## src/hdl/sps_pkg.sv

```systemverilog
// Package for the segmented prime sieve: widths, limits and shared-unit codes.
package sps_pkg;

    localparam int unsigned LIM_W     = 13;   // limit, low bound, squares
    localparam int unsigned VAL_W     = 12;   // reported prime value
    localparam int unsigned SEG_W     = 7;    // segment number
    localparam int unsigned SMALL_W   = 7;    // small values: n, p, offsets
    localparam int unsigned CNT_W     = 5;    // small prime count
    localparam int unsigned MARK_N    = 65;   // strike bits, positions 0..64
    localparam int unsigned MAX_SP    = 18;   // kept small primes / results

    localparam logic [LIM_W-1:0] LIM_RESET = 13'd100;
    localparam logic [LIM_W-1:0] LIM_MIN   = 13'd4;
    localparam logic [LIM_W-1:0] LIM_MAX   = 13'd4096;

    localparam logic [CNT_W-1:0] SP_LAST   = 5'(MAX_SP - 1);
    localparam logic [CNT_W-1:0] SP_FULL   = 5'(MAX_SP);

    // operation of the shared adder/subtractor
    typedef enum logic [0:0] {
        ALU_ADD = 1'b0,
        ALU_SUB = 1'b1
    } t_alu_op;

endpackage

```

## src/hdl/sps_alu.sv

```systemverilog
// Shared 13-bit adder/subtractor with borrow flag, used by the arithmetic sieve steps.
module sps_alu (
    input  sps_pkg::t_alu_op               i_op,
    input  logic [sps_pkg::LIM_W-1:0]      i_a,
    input  logic [sps_pkg::LIM_W-1:0]      i_b,
    output logic [sps_pkg::LIM_W-1:0]      o_y,
    output logic                           o_borrow
);

    logic [sps_pkg::LIM_W:0] w_sum;

    always_comb begin
        if (i_op == sps_pkg::ALU_SUB) begin
            w_sum = {1'b0, i_a} - {1'b0, i_b};
        end else begin
            w_sum = {1'b0, i_a} + {1'b0, i_b};
        end
    end

    assign o_y      = w_sum[sps_pkg::LIM_W-1:0];
    // borrow only means something on a subtract: a < b
    assign o_borrow = (i_op == sps_pkg::ALU_SUB) && w_sum[sps_pkg::LIM_W];

endmodule

```

## src/hdl/segmented_prime_sieve_core.sv

```systemverilog
// Segmented sieve of Eratosthenes core: one request per segment, primes out as word strobes.
// Sequence: a request after a limit write first rebuilds n and the small primes.
// Segment 0 then gives one word per list read; segment k computes its low bound and width,
//   reads, divides and strikes for each small prime, and scans up to 64 marks for primes.
// Throughput: one request at a time on the shared adder, busy high until the last word; no stalls.
// Reset (synchronous, active low) loads the limit 100 and marks the small primes stale.
module segmented_prime_sieve_core (
    input  logic        i_clk,
    input  logic        i_rst_n,
    // request
    input  logic        start,
    output logic        busy,
    input  logic [6:0]  i_segment_number,
    // results, one word per strobe, cannot be stalled
    output logic        o_valid,
    output logic [11:0] o_prime_value,
    output logic        o_last_of_segment,
    output logic        o_segment_empty,
    // register port
    input  logic        psel,
    input  logic        penable,
    input  logic        pwrite,
    input  logic [2:0]  paddr,
    input  logic [31:0] pwdata,
    output logic [31:0] prdata,
    output logic        pready
);

    // sequencer states, one-hot
    typedef enum logic [17:0] {
        S_IDLE      = 18'b000000000000000001,
        S_SQ_TEST   = 18'b000000000000000010, // sq < target ?
        S_SQ_INC    = 18'b000000000000000100, // sq += 2r+1, r++
        S_SS_INIT   = 18'b000000000000001000, // next striking base i
        S_SS_STRIKE = 18'b000000000000010000, // strike multiples of i
        S_SS_SCAN   = 18'b000000000000100000, // collect small primes
        S_DISP      = 18'b000000000001000000,
        S_L_RD      = 18'b000000000010000000, // list read wait
        S_L_EMIT    = 18'b000000000100000000, // segment 0 output
        S_MUL       = 18'b000000001000000000, // low = seg * n, shift-add
        S_CMP       = 18'b000000010000000000, // low < limit ?
        S_WID       = 18'b000000100000000000, // segment width
        S_P_RD      = 18'b000001000000000000, // fetch small prime
        S_DIV       = 18'b000010000000000000, // low mod p, restoring
        S_OFF       = 18'b000100000000000000, // first offset to strike
        S_STRIKE    = 18'b001000000000000000,
        S_SCAN      = 18'b010000000000000000, // walk marks, pending word
        S_FIN       = 18'b100000000000000000  // last or empty word
    } t_state;

    t_state r_state;

    // register and control
    logic [sps_pkg::LIM_W-1:0]   r_cfg_lim;
    logic                        r_dirty;     // small primes must be rebuilt
    logic                        r_phase;     // 0: sqrt of limit, 1: sqrt of n
    logic [sps_pkg::CNT_W-1:0]   r_cnt;       // small prime count
    logic                        r_pend_v;
    logic                        r_ov;

    // datapath
    logic [sps_pkg::SEG_W-1:0]   r_seg;
    logic [sps_pkg::SMALL_W-1:0] r_r;
    logic [sps_pkg::LIM_W-1:0]   r_sq;
    logic [sps_pkg::LIM_W-1:0]   r_tgt;
    logic [sps_pkg::SMALL_W-1:0] r_n;
    logic [3:0]                  r_rs;        // ceil sqrt of n, at most 8
    logic [3:0]                  r_i;
    logic [sps_pkg::SMALL_W-1:0] r_c;
    logic [sps_pkg::MARK_N-1:0]  r_marks;
    logic [sps_pkg::SMALL_W-1:0] r_list [sps_pkg::MAX_SP];
    logic [sps_pkg::SMALL_W-1:0] r_prd;
    logic [sps_pkg::SMALL_W-1:0] r_j;
    logic [sps_pkg::CNT_W-1:0]   r_k;
    logic [sps_pkg::LIM_W-1:0]   r_low;
    logic [3:0]                  r_b;
    logic [sps_pkg::SMALL_W-1:0] r_rem;
    logic [sps_pkg::SMALL_W-1:0] r_w;
    logic [sps_pkg::SMALL_W-1:0] r_off;
    logic [sps_pkg::VAL_W-1:0]   r_pend;
    logic [sps_pkg::CNT_W-1:0]   r_found;
    logic [sps_pkg::VAL_W-1:0]   r_oval;
    logic                        r_olast;
    logic                        r_oempty;

    logic [sps_pkg::LIM_W-1:0]   w_lim;       // clamped limit
    logic                        w_cfg_wr;
    logic                        w_accept;

    // shared unit
    sps_pkg::t_alu_op            w_op;
    logic [sps_pkg::LIM_W-1:0]   w_a;
    logic [sps_pkg::LIM_W-1:0]   w_b;
    logic [sps_pkg::LIM_W-1:0]   w_y;
    logic                        w_borrow;

    logic [7:0]                  w_shift;     // remainder shifted with next bit
    logic                        w_hit;       // unmarked in scan
    logic                        w_scan_end;
    logic                        w_k_last;

    assign pready   = 1'b1;
    assign prdata   = {19'd0, r_cfg_lim};
    assign w_cfg_wr = psel && penable && pwrite && pready && (paddr[2] == 1'b0);
    assign busy     = (r_state != S_IDLE);
    assign w_accept = start && !busy;

    assign o_valid           = r_ov;
    assign o_prime_value     = r_oval;
    assign o_last_of_segment = r_olast;
    assign o_segment_empty   = r_oempty;

    always_comb begin
        if (r_cfg_lim < sps_pkg::LIM_MIN) begin
            w_lim = sps_pkg::LIM_MIN;
        end else if (r_cfg_lim > sps_pkg::LIM_MAX) begin
            w_lim = sps_pkg::LIM_MAX;
        end else begin
            w_lim = r_cfg_lim;
        end
    end

    assign w_shift    = {r_rem, r_low[r_b]};
    assign w_hit      = !r_marks[r_j];
    assign w_scan_end = (r_j == r_w - 7'd1) || (w_hit && r_found == sps_pkg::SP_LAST);
    assign w_k_last   = (r_k == r_cnt - 5'd1);

    // operand routing into the shared adder
    always_comb begin
        w_op = sps_pkg::ALU_ADD;
        w_a  = '0;
        w_b  = '0;
        case (r_state)
            S_SQ_TEST: begin
                w_op = sps_pkg::ALU_SUB;
                w_a  = r_sq;
                w_b  = r_tgt;
            end
            S_SQ_INC: begin
                w_a = r_sq;
                w_b = {5'd0, r_r, 1'b1};
            end
            S_SS_INIT: begin
                w_a = {9'd0, r_i};
                w_b = {9'd0, r_i};
            end
            S_SS_STRIKE: begin
                w_a = {6'd0, r_c};
                w_b = {9'd0, r_i};
            end
            S_MUL: begin
                w_a = {r_low[11:0], 1'b0};
                w_b = r_seg[r_b[2:0]] ? {6'd0, r_n} : '0;
            end
            S_CMP: begin
                w_op = sps_pkg::ALU_SUB;
                w_a  = r_low;
                w_b  = w_lim;
            end
            S_WID: begin
                w_op = sps_pkg::ALU_SUB;
                w_a  = w_lim;
                w_b  = r_low;
            end
            S_DIV: begin
                w_op = sps_pkg::ALU_SUB;
                w_a  = {5'd0, w_shift};
                w_b  = {6'd0, r_prd};
            end
            S_OFF: begin
                w_op = sps_pkg::ALU_SUB;
                w_a  = {6'd0, r_prd};
                w_b  = {6'd0, r_rem};
            end
            S_STRIKE: begin
                w_a = {6'd0, r_off};
                w_b = {6'd0, r_prd};
            end
            S_SCAN: begin
                w_a = r_low;
                w_b = {6'd0, r_j};
            end
            default: begin
                w_op = sps_pkg::ALU_ADD;
            end
        endcase
    end

    sps_alu u_alu (
        .i_op     (w_op),
        .i_a      (w_a),
        .i_b      (w_b),
        .o_y      (w_y),
        .o_borrow (w_borrow)
    );

    // control: state, register, flags
    always_ff @(posedge i_clk) begin
        if (!i_rst_n) begin
            r_state   <= S_IDLE;
            r_cfg_lim <= sps_pkg::LIM_RESET;
            r_dirty   <= 1'b1;
            r_phase   <= 1'b0;
            r_cnt     <= '0;
            r_pend_v  <= 1'b0;
            r_ov      <= 1'b0;
        end else begin
            r_ov <= 1'b0;
            if (w_cfg_wr) begin
                r_cfg_lim <= pwdata[sps_pkg::LIM_W-1:0];
                r_dirty   <= 1'b1;
            end
            case (r_state)
                S_IDLE: begin
                    if (w_accept) begin
                        r_phase <= 1'b0;
                        r_state <= r_dirty ? S_SQ_TEST : S_DISP;
                    end
                end
                S_SQ_TEST: begin
                    if (w_borrow) begin
                        r_state <= S_SQ_INC;
                    end else if (!r_phase) begin
                        r_phase <= 1'b1;
                    end else begin
                        r_state <= S_SS_INIT;
                    end
                end
                S_SQ_INC: begin
                    r_state <= S_SQ_TEST;
                end
                S_SS_INIT: begin
                    if (r_i > r_rs) begin
                        r_cnt   <= '0;
                        r_state <= S_SS_SCAN;
                    end else begin
                        r_state <= S_SS_STRIKE;
                    end
                end
                S_SS_STRIKE: begin
                    if (r_c > r_n) begin
                        r_state <= S_SS_INIT;
                    end
                end
                S_SS_SCAN: begin
                    if (!r_marks[r_j] && r_cnt < sps_pkg::SP_FULL) begin
                        r_cnt <= r_cnt + 5'd1;
                    end
                    if (r_j == r_n) begin
                        r_dirty <= 1'b0;
                        r_state <= S_DISP;
                    end
                end
                S_DISP: begin
                    r_pend_v <= 1'b0;
                    r_state  <= (r_seg == '0) ? S_L_RD : S_MUL;
                end
                S_L_RD: begin
                    r_state <= S_L_EMIT;
                end
                S_L_EMIT: begin
                    r_ov    <= 1'b1;
                    r_state <= w_k_last ? S_IDLE : S_L_RD;
                end
                S_MUL: begin
                    if (r_b == 4'd0) begin
                        r_state <= S_CMP;
                    end
                end
                S_CMP: begin
                    r_state <= w_borrow ? S_WID : S_FIN;
                end
                S_WID: begin
                    r_state <= S_P_RD;
                end
                S_P_RD: begin
                    r_state <= S_DIV;
                end
                S_DIV: begin
                    if (r_b == 4'd0) begin
                        r_state <= S_OFF;
                    end
                end
                S_OFF: begin
                    r_state <= S_STRIKE;
                end
                S_STRIKE: begin
                    if (r_off >= r_w) begin
                        r_state <= w_k_last ? S_SCAN : S_P_RD;
                    end
                end
                S_SCAN: begin
                    if (w_hit) begin
                        r_pend_v <= 1'b1;
                        r_ov     <= r_pend_v;
                    end
                    if (w_scan_end) begin
                        r_state <= S_FIN;
                    end
                end
                S_FIN: begin
                    r_ov    <= 1'b1;
                    r_state <= S_IDLE;
                end
                default: begin
                    r_state <= S_IDLE;
                end
            endcase
        end
    end

    // datapath registers
    always_ff @(posedge i_clk) begin
        r_prd <= r_list[r_k];
        case (r_state)
            S_IDLE: begin
                r_seg <= i_segment_number;
                r_r   <= '0;
                r_sq  <= '0;
                r_tgt <= w_lim;
            end
            S_SQ_TEST: begin
                if (!w_borrow) begin
                    if (!r_phase) begin
                        r_n   <= r_r;
                        r_tgt <= {6'd0, r_r};
                        r_r   <= '0;
                        r_sq  <= '0;
                    end else begin
                        r_rs    <= r_r[3:0];
                        r_marks <= '0;
                        r_i     <= 4'd2;
                    end
                end
            end
            S_SQ_INC: begin
                r_sq <= w_y;
                r_r  <= r_r + 7'd1;
            end
            S_SS_INIT: begin
                r_c <= w_y[sps_pkg::SMALL_W-1:0];
                r_j <= 7'd2;
            end
            S_SS_STRIKE: begin
                if (r_c > r_n) begin
                    r_i <= r_i + 4'd1;
                end else begin
                    r_marks[r_c] <= 1'b1;
                    r_c          <= w_y[sps_pkg::SMALL_W-1:0];
                end
            end
            S_SS_SCAN: begin
                if (!r_marks[r_j] && r_cnt < sps_pkg::SP_FULL) begin
                    r_list[r_cnt] <= r_j;
                end
                r_j <= r_j + 7'd1;
            end
            S_DISP: begin
                r_k   <= '0;
                r_low <= '0;
                r_b   <= 4'(sps_pkg::SEG_W - 1);
            end
            S_L_EMIT: begin
                r_oval   <= {5'd0, r_prd};
                r_olast  <= w_k_last;
                r_oempty <= 1'b0;
                r_k      <= r_k + 5'd1;
            end
            S_MUL: begin
                r_low <= w_y;
                r_b   <= r_b - 4'd1;
            end
            S_WID: begin
                // width = min(n, limit - low)
                r_w     <= (w_y < {6'd0, r_n}) ? w_y[sps_pkg::SMALL_W-1:0] : r_n;
                r_marks <= '0;
            end
            S_P_RD: begin
                r_rem <= '0;
                r_b   <= 4'(sps_pkg::VAL_W - 1);
            end
            S_DIV: begin
                r_rem <= w_borrow ? w_shift[sps_pkg::SMALL_W-1:0]
                                  : w_y[sps_pkg::SMALL_W-1:0];
                r_b   <= r_b - 4'd1;
            end
            S_OFF: begin
                r_off <= (r_rem == '0) ? '0 : w_y[sps_pkg::SMALL_W-1:0];
            end
            S_STRIKE: begin
                if (r_off < r_w) begin
                    r_marks[r_off] <= 1'b1;
                    r_off          <= w_y[sps_pkg::SMALL_W-1:0];
                end else begin
                    r_k     <= r_k + 5'd1;
                    r_j     <= '0;
                    r_found <= '0;
                end
            end
            S_SCAN: begin
                if (w_hit) begin
                    // previous prime goes out, this one waits to learn if it is last
                    r_oval   <= r_pend;
                    r_olast  <= 1'b0;
                    r_oempty <= 1'b0;
                    r_pend   <= w_y[sps_pkg::VAL_W-1:0];
                    r_found  <= r_found + 5'd1;
                end
                r_j <= r_j + 7'd1;
            end
            S_FIN: begin
                r_oval   <= r_pend_v ? r_pend : '0;
                r_olast  <= 1'b1;
                r_oempty <= !r_pend_v;
            end
            default: begin
                r_b <= r_b;
            end
        endcase
    end

endmodule

```

## config.mk

```make
export PLATFORM = sky130hd
export DESIGN_NAME = segmented_prime_sieve_core
export DESIGN_NICKNAME = d
export VERILOG_FILES = /design/src/hdl/sps_pkg.sv /design/src/hdl/sps_alu.sv /design/src/hdl/segmented_prime_sieve_core.sv
export SDC_FILE = /design/constraint.sdc
export NUM_CORES = 1
export LEC_CHECK = 0
export ABC_CLOCK_PERIOD_IN_PS = 13550
export BUFFER_PORTS_ARGS = -buffer_cell sky130_fd_sc_hd__buf_2
export CAP_MARGIN = 20
export CORE_MARGIN = 5
export CORE_UTILIZATION = 32
export CTS_CLUSTER_SIZE = 20
export DETAILED_ROUTE_END_ITERATION = 6
export GPL_TIMING_DRIVEN = 0
export PLACE_DENSITY = 0.53
export SYNTH_ARGS = -nofsm -noshare
export SYNTH_HDL_FRONTEND = slang
export SYNTH_SLANG_ARGS = --single-unit
```

## constraint.sdc

```tcl
create_clock -name i_clk -period 13.55 [get_ports i_clk]
set_clock_uncertainty 0.2 [all_clocks]
set_input_delay 1.355 -clock i_clk [delete_from_list [all_inputs] [get_ports i_clk]]
set_output_delay 1.355 -clock i_clk [all_outputs]
set_load 0.02 [all_outputs]
```

==> results.tsv <==
stage	metric	value	unit
clock_network	htree_levels	2	
route	drtIter0Drc	1802	
clock_network	numClockSinks	381	
critical_path	cp-startpoint	r_state[4]	
global_routing	grt_pass1_wl	97100	um
clock_network	cts_buffer_depth	3	
logic_synthesis	yosysTopAreaCellShare	50.8	%
critical_path	timing.rr.end	r_w[1]	
finish	fin_area	22700	sq um
timing	setup_slack	4.51	ns
timing	min_period_over_period	66.7	%
logic_synthesis	synth_area_leaders	edfxtp_1 (51%), mux4_2 (6.3%), dfxtp_1 (4.8%)	
placed_design	pre_cts_ws	4.85	ns
logic_synthesis	syn-cell-area	19700	sq um
die	ios	97	
global_routing	grt_pass1_vias	14444	
clock_network	numCtsBuffers	44	
logic_synthesis	ys_warn_count	0	
job	cap_violations	0	
critical_path	path_buf_inv	5	
placed_design	port-buffer-count	54	
critical_path	worst-r2r-setup-slack	4.51	ns
critical_path	reg2reg_from	r_state[4]	
die	dieArea	66700	sq um
pwr	power_density	142	nW/um^2
logic_synthesis	synth_edf_count	334	
critical_path	path_class	reg2reg	
logic_synthesis	synth_top_cell_by_area	edfxtp_1	
timing	fmax	111	MHz
critical_path	crit_path_top_delay_cell	xor2_1	
timing	slew_viol_final	0	
worst_hold_path	hold_class	reg2reg	
logic_synthesis	ys.flop_type	edfxtp_1	
timing	finalSetupViolations	0	
finish	syn2layout_area_growth	15.2	%
run_status	status	completed	
critical_path	critPathMaxStageDelay	0.93	ns
route	num_vias	14965	
pwr	power.total	3.24	mW
finish	final_layout_size_suffix_gt1_share	14.0	%
placed_design	globalplace.congestion	0.954	
logic_synthesis	synthCells	1708	
worst_hold_path	hold_depth	2	
clock_network	holdBufCountCts	0	
die	die_y	258	um
logic_synthesis	ys_types	85	
timing	tightestPinTransition	1.21	ns
route	route.detailed.drc	0	
timing	grt_setup_unrepaired	false	
critical_path	cp_top_family	simple AND/OR/NAND/NOR gates	
global_routing	grt_overflow_total	0	
timing	hold_viol_final	0	
clock_network	tritoncts	built	
logic_synthesis	ys_ff_latch	381	
die	die_w	258	um
logic_synthesis	synth.avg_cell_area	11.6	sq um
route	drtAntennaViolNets	0	
critical_path	reg2regPathDepth	25	
worst_hold_path	hold_path_startpoint	r_pend_v	
finish	nFillCells	5993	
die	rows	91	
route	routed_via_density	5.62	
logic_synthesis	seq_area_frac_synth	55.6	%
timing	relSlewSlack	19.1	%
logic_synthesis	async_flop_share	0	%
pwr	power.leakage	7.97	nW
route	routed_wl	66100	um
pwr	peakVddDrop	0.0000791	V
route	dr.pass1.iters	6	
placed_design	dp_hpwl	48200	um
critical_path	worst_ep_arrival_time	9.17	ns
route	routedWlPerCell	24.8	um
global_routing	grt_max_degree	24	
finish	layout_commonest_cell	edfxtp_1	
critical_path	crit_fanout	10	
finish	fin_util	37.1	%
critical_path	start_kind	flop	
worst_hold_path	hold_end	r_pend_v	
timing	finalWorstPathRequiredPeriod	9.04	ns
die	core-area	61400	sq um
clock_network	clkLatencyLatePin	0.59	ns
placed_design	placed_area	21200	sq um
clock_network	clockRootBuffer	clkbuf_16	
clock_network	cts-resized-gates	0	
critical_path	required	13.69	ns
global_routing	antenna_found_initial	1	
clock_network	clkTransAtPathRegs	0.06	ns
timing	whs	0.316	ns
critical_path	end_kind	flop	
finish	final_nets	1937	
clock_network	postCtsSetupBuffers	0	
die	start_util	32.2	%
global_routing	grtUsageTotal	19.2	%
finish	final_cell_mix	edfxtp_1 (334), nor2_1 (207), nand2_1 (152)	
## worst reg2reg max path, cell delays in order (launching register included)
cell and delay, ns:
dfxtp_1 0.35, or4_1 0.52, buf_2 0.21, nor4_4 0.47, buf_2 0.38, nand2_1 0.44, nand2_1 0.42, clkbuf_1 0.57
a222oi_1 0.30, nand3_1 0.13, nor2_1 0.06, ha_1 0.21, inv_1 0.07, fa_1 0.20, a21oi_1 0.13, nor2b_1 0.13
nor2_1 0.05, xor2_1 0.93, inv_1 0.39, ha_1 0.41, a21oi_1 0.14, o21ai_0 0.11, a21o_1 0.19, a211oi_1 0.61
nand4_1 0.66, mux2_2 0.49
## sequential cells by signal, indices dropped and copies added, names as in the netlist, 12 cells and up
name and cells:
r_list 126, r_marks 65, r_state 18, r_cfg_lim 13, r_low 13, r_sq 13, r_tgt 13, o_prime_value 12
r_pend 12
## layer usage
layer	up-vias	track usage [%]	part of all wire, %	wire length, um
met5	-	0	0	0
met4	0	6.83	3.4	2270
met2	660	30.5	46	30700
met1	7502	26.6	42	27900
met3	121	3.54	7.9	5240
li1	6682	-	-	-
## report_power, final
part	internal (mW)	switching, mW
combinational	0.170	0.415
sequential	1.36	0.0487
clock	0.735	0.510
## logic make-up (layout without fill, tap and decap cells)
kind of cell | after synthesis | count (layout) | synth area share (%)
other cells | 2 | 21 | 0.0380
flops | 381 | 381 | 55.6
fa+ha+maj | 52 | 52 | 3.33
simple gates | 642 | 642 | 16.1
compound gates | 339 | 339 | 11.3
mux | 80 | 80 | 7.56
xor+xnor | 60 | 60 | 2.66
buf+inv | 152 | 298 | 3.40
## how the worst max path moves through the flow
stage | to | slack (ns) | cells past startpoint
global placement | r_marks[36] | -0.72 | 16
floorplan | r_marks[0] | 4.04 | 20
finish | r_w[1] | 4.51 | 25
global route | r_w[1] | 4.40 | 25
detailed placement | r_w[1] | 4.85 | 25
CTS | r_w[1] | 4.83 | 25
## synthesized netlist by cell type (15+ instances only)
cell / count
o21ai_0: 130
a21oi_1: 52
ha_1: 51
nor3_1: 22
nand2_1: 152
xnor2_1: 33
inv_1: 50
mux4_2: 55
nand4_1: 16
nand3_1: 63
xor2_1: 27
edfxtp_1: 334
and2_1: 27
buf_4: 22
nor2_1: 207
nor2b_1: 21
dfxtp_1: 47
nand3b_1: 15
mux2i_1: 23
nor4_1: 26
a21boi_0: 19
and3_1: 16
clkbuf_1: 56
## final cells by class
type | count | area, sq um | area share (%)
Antenna cell | 1 | 2.50 | 0.0110
Buffer | 101 | 479 | 2.11
Clock buffer | 56 | 1180 | 5.17
Clock inverter | 25 | 320 | 1.41
Inverter | 51 | 191 | 0.842
Multi-Input combinational cell | 1193 | 8220 | 36.1
Sequential cell | 381 | 11000 | 48.2
Tap cell | 790 | 988 | 4.35
Timing Repair Buffer | 65 | 400 | 1.76
## through the flow
step,instances,TNS (ns)
after detailed placement,2580,0
after CTS,2661,0
final,2663,0
after floorplan,1726,0
after global routing,2662,0
after global placement,2570,-46.45
Power figures use the tool's default switching activity.
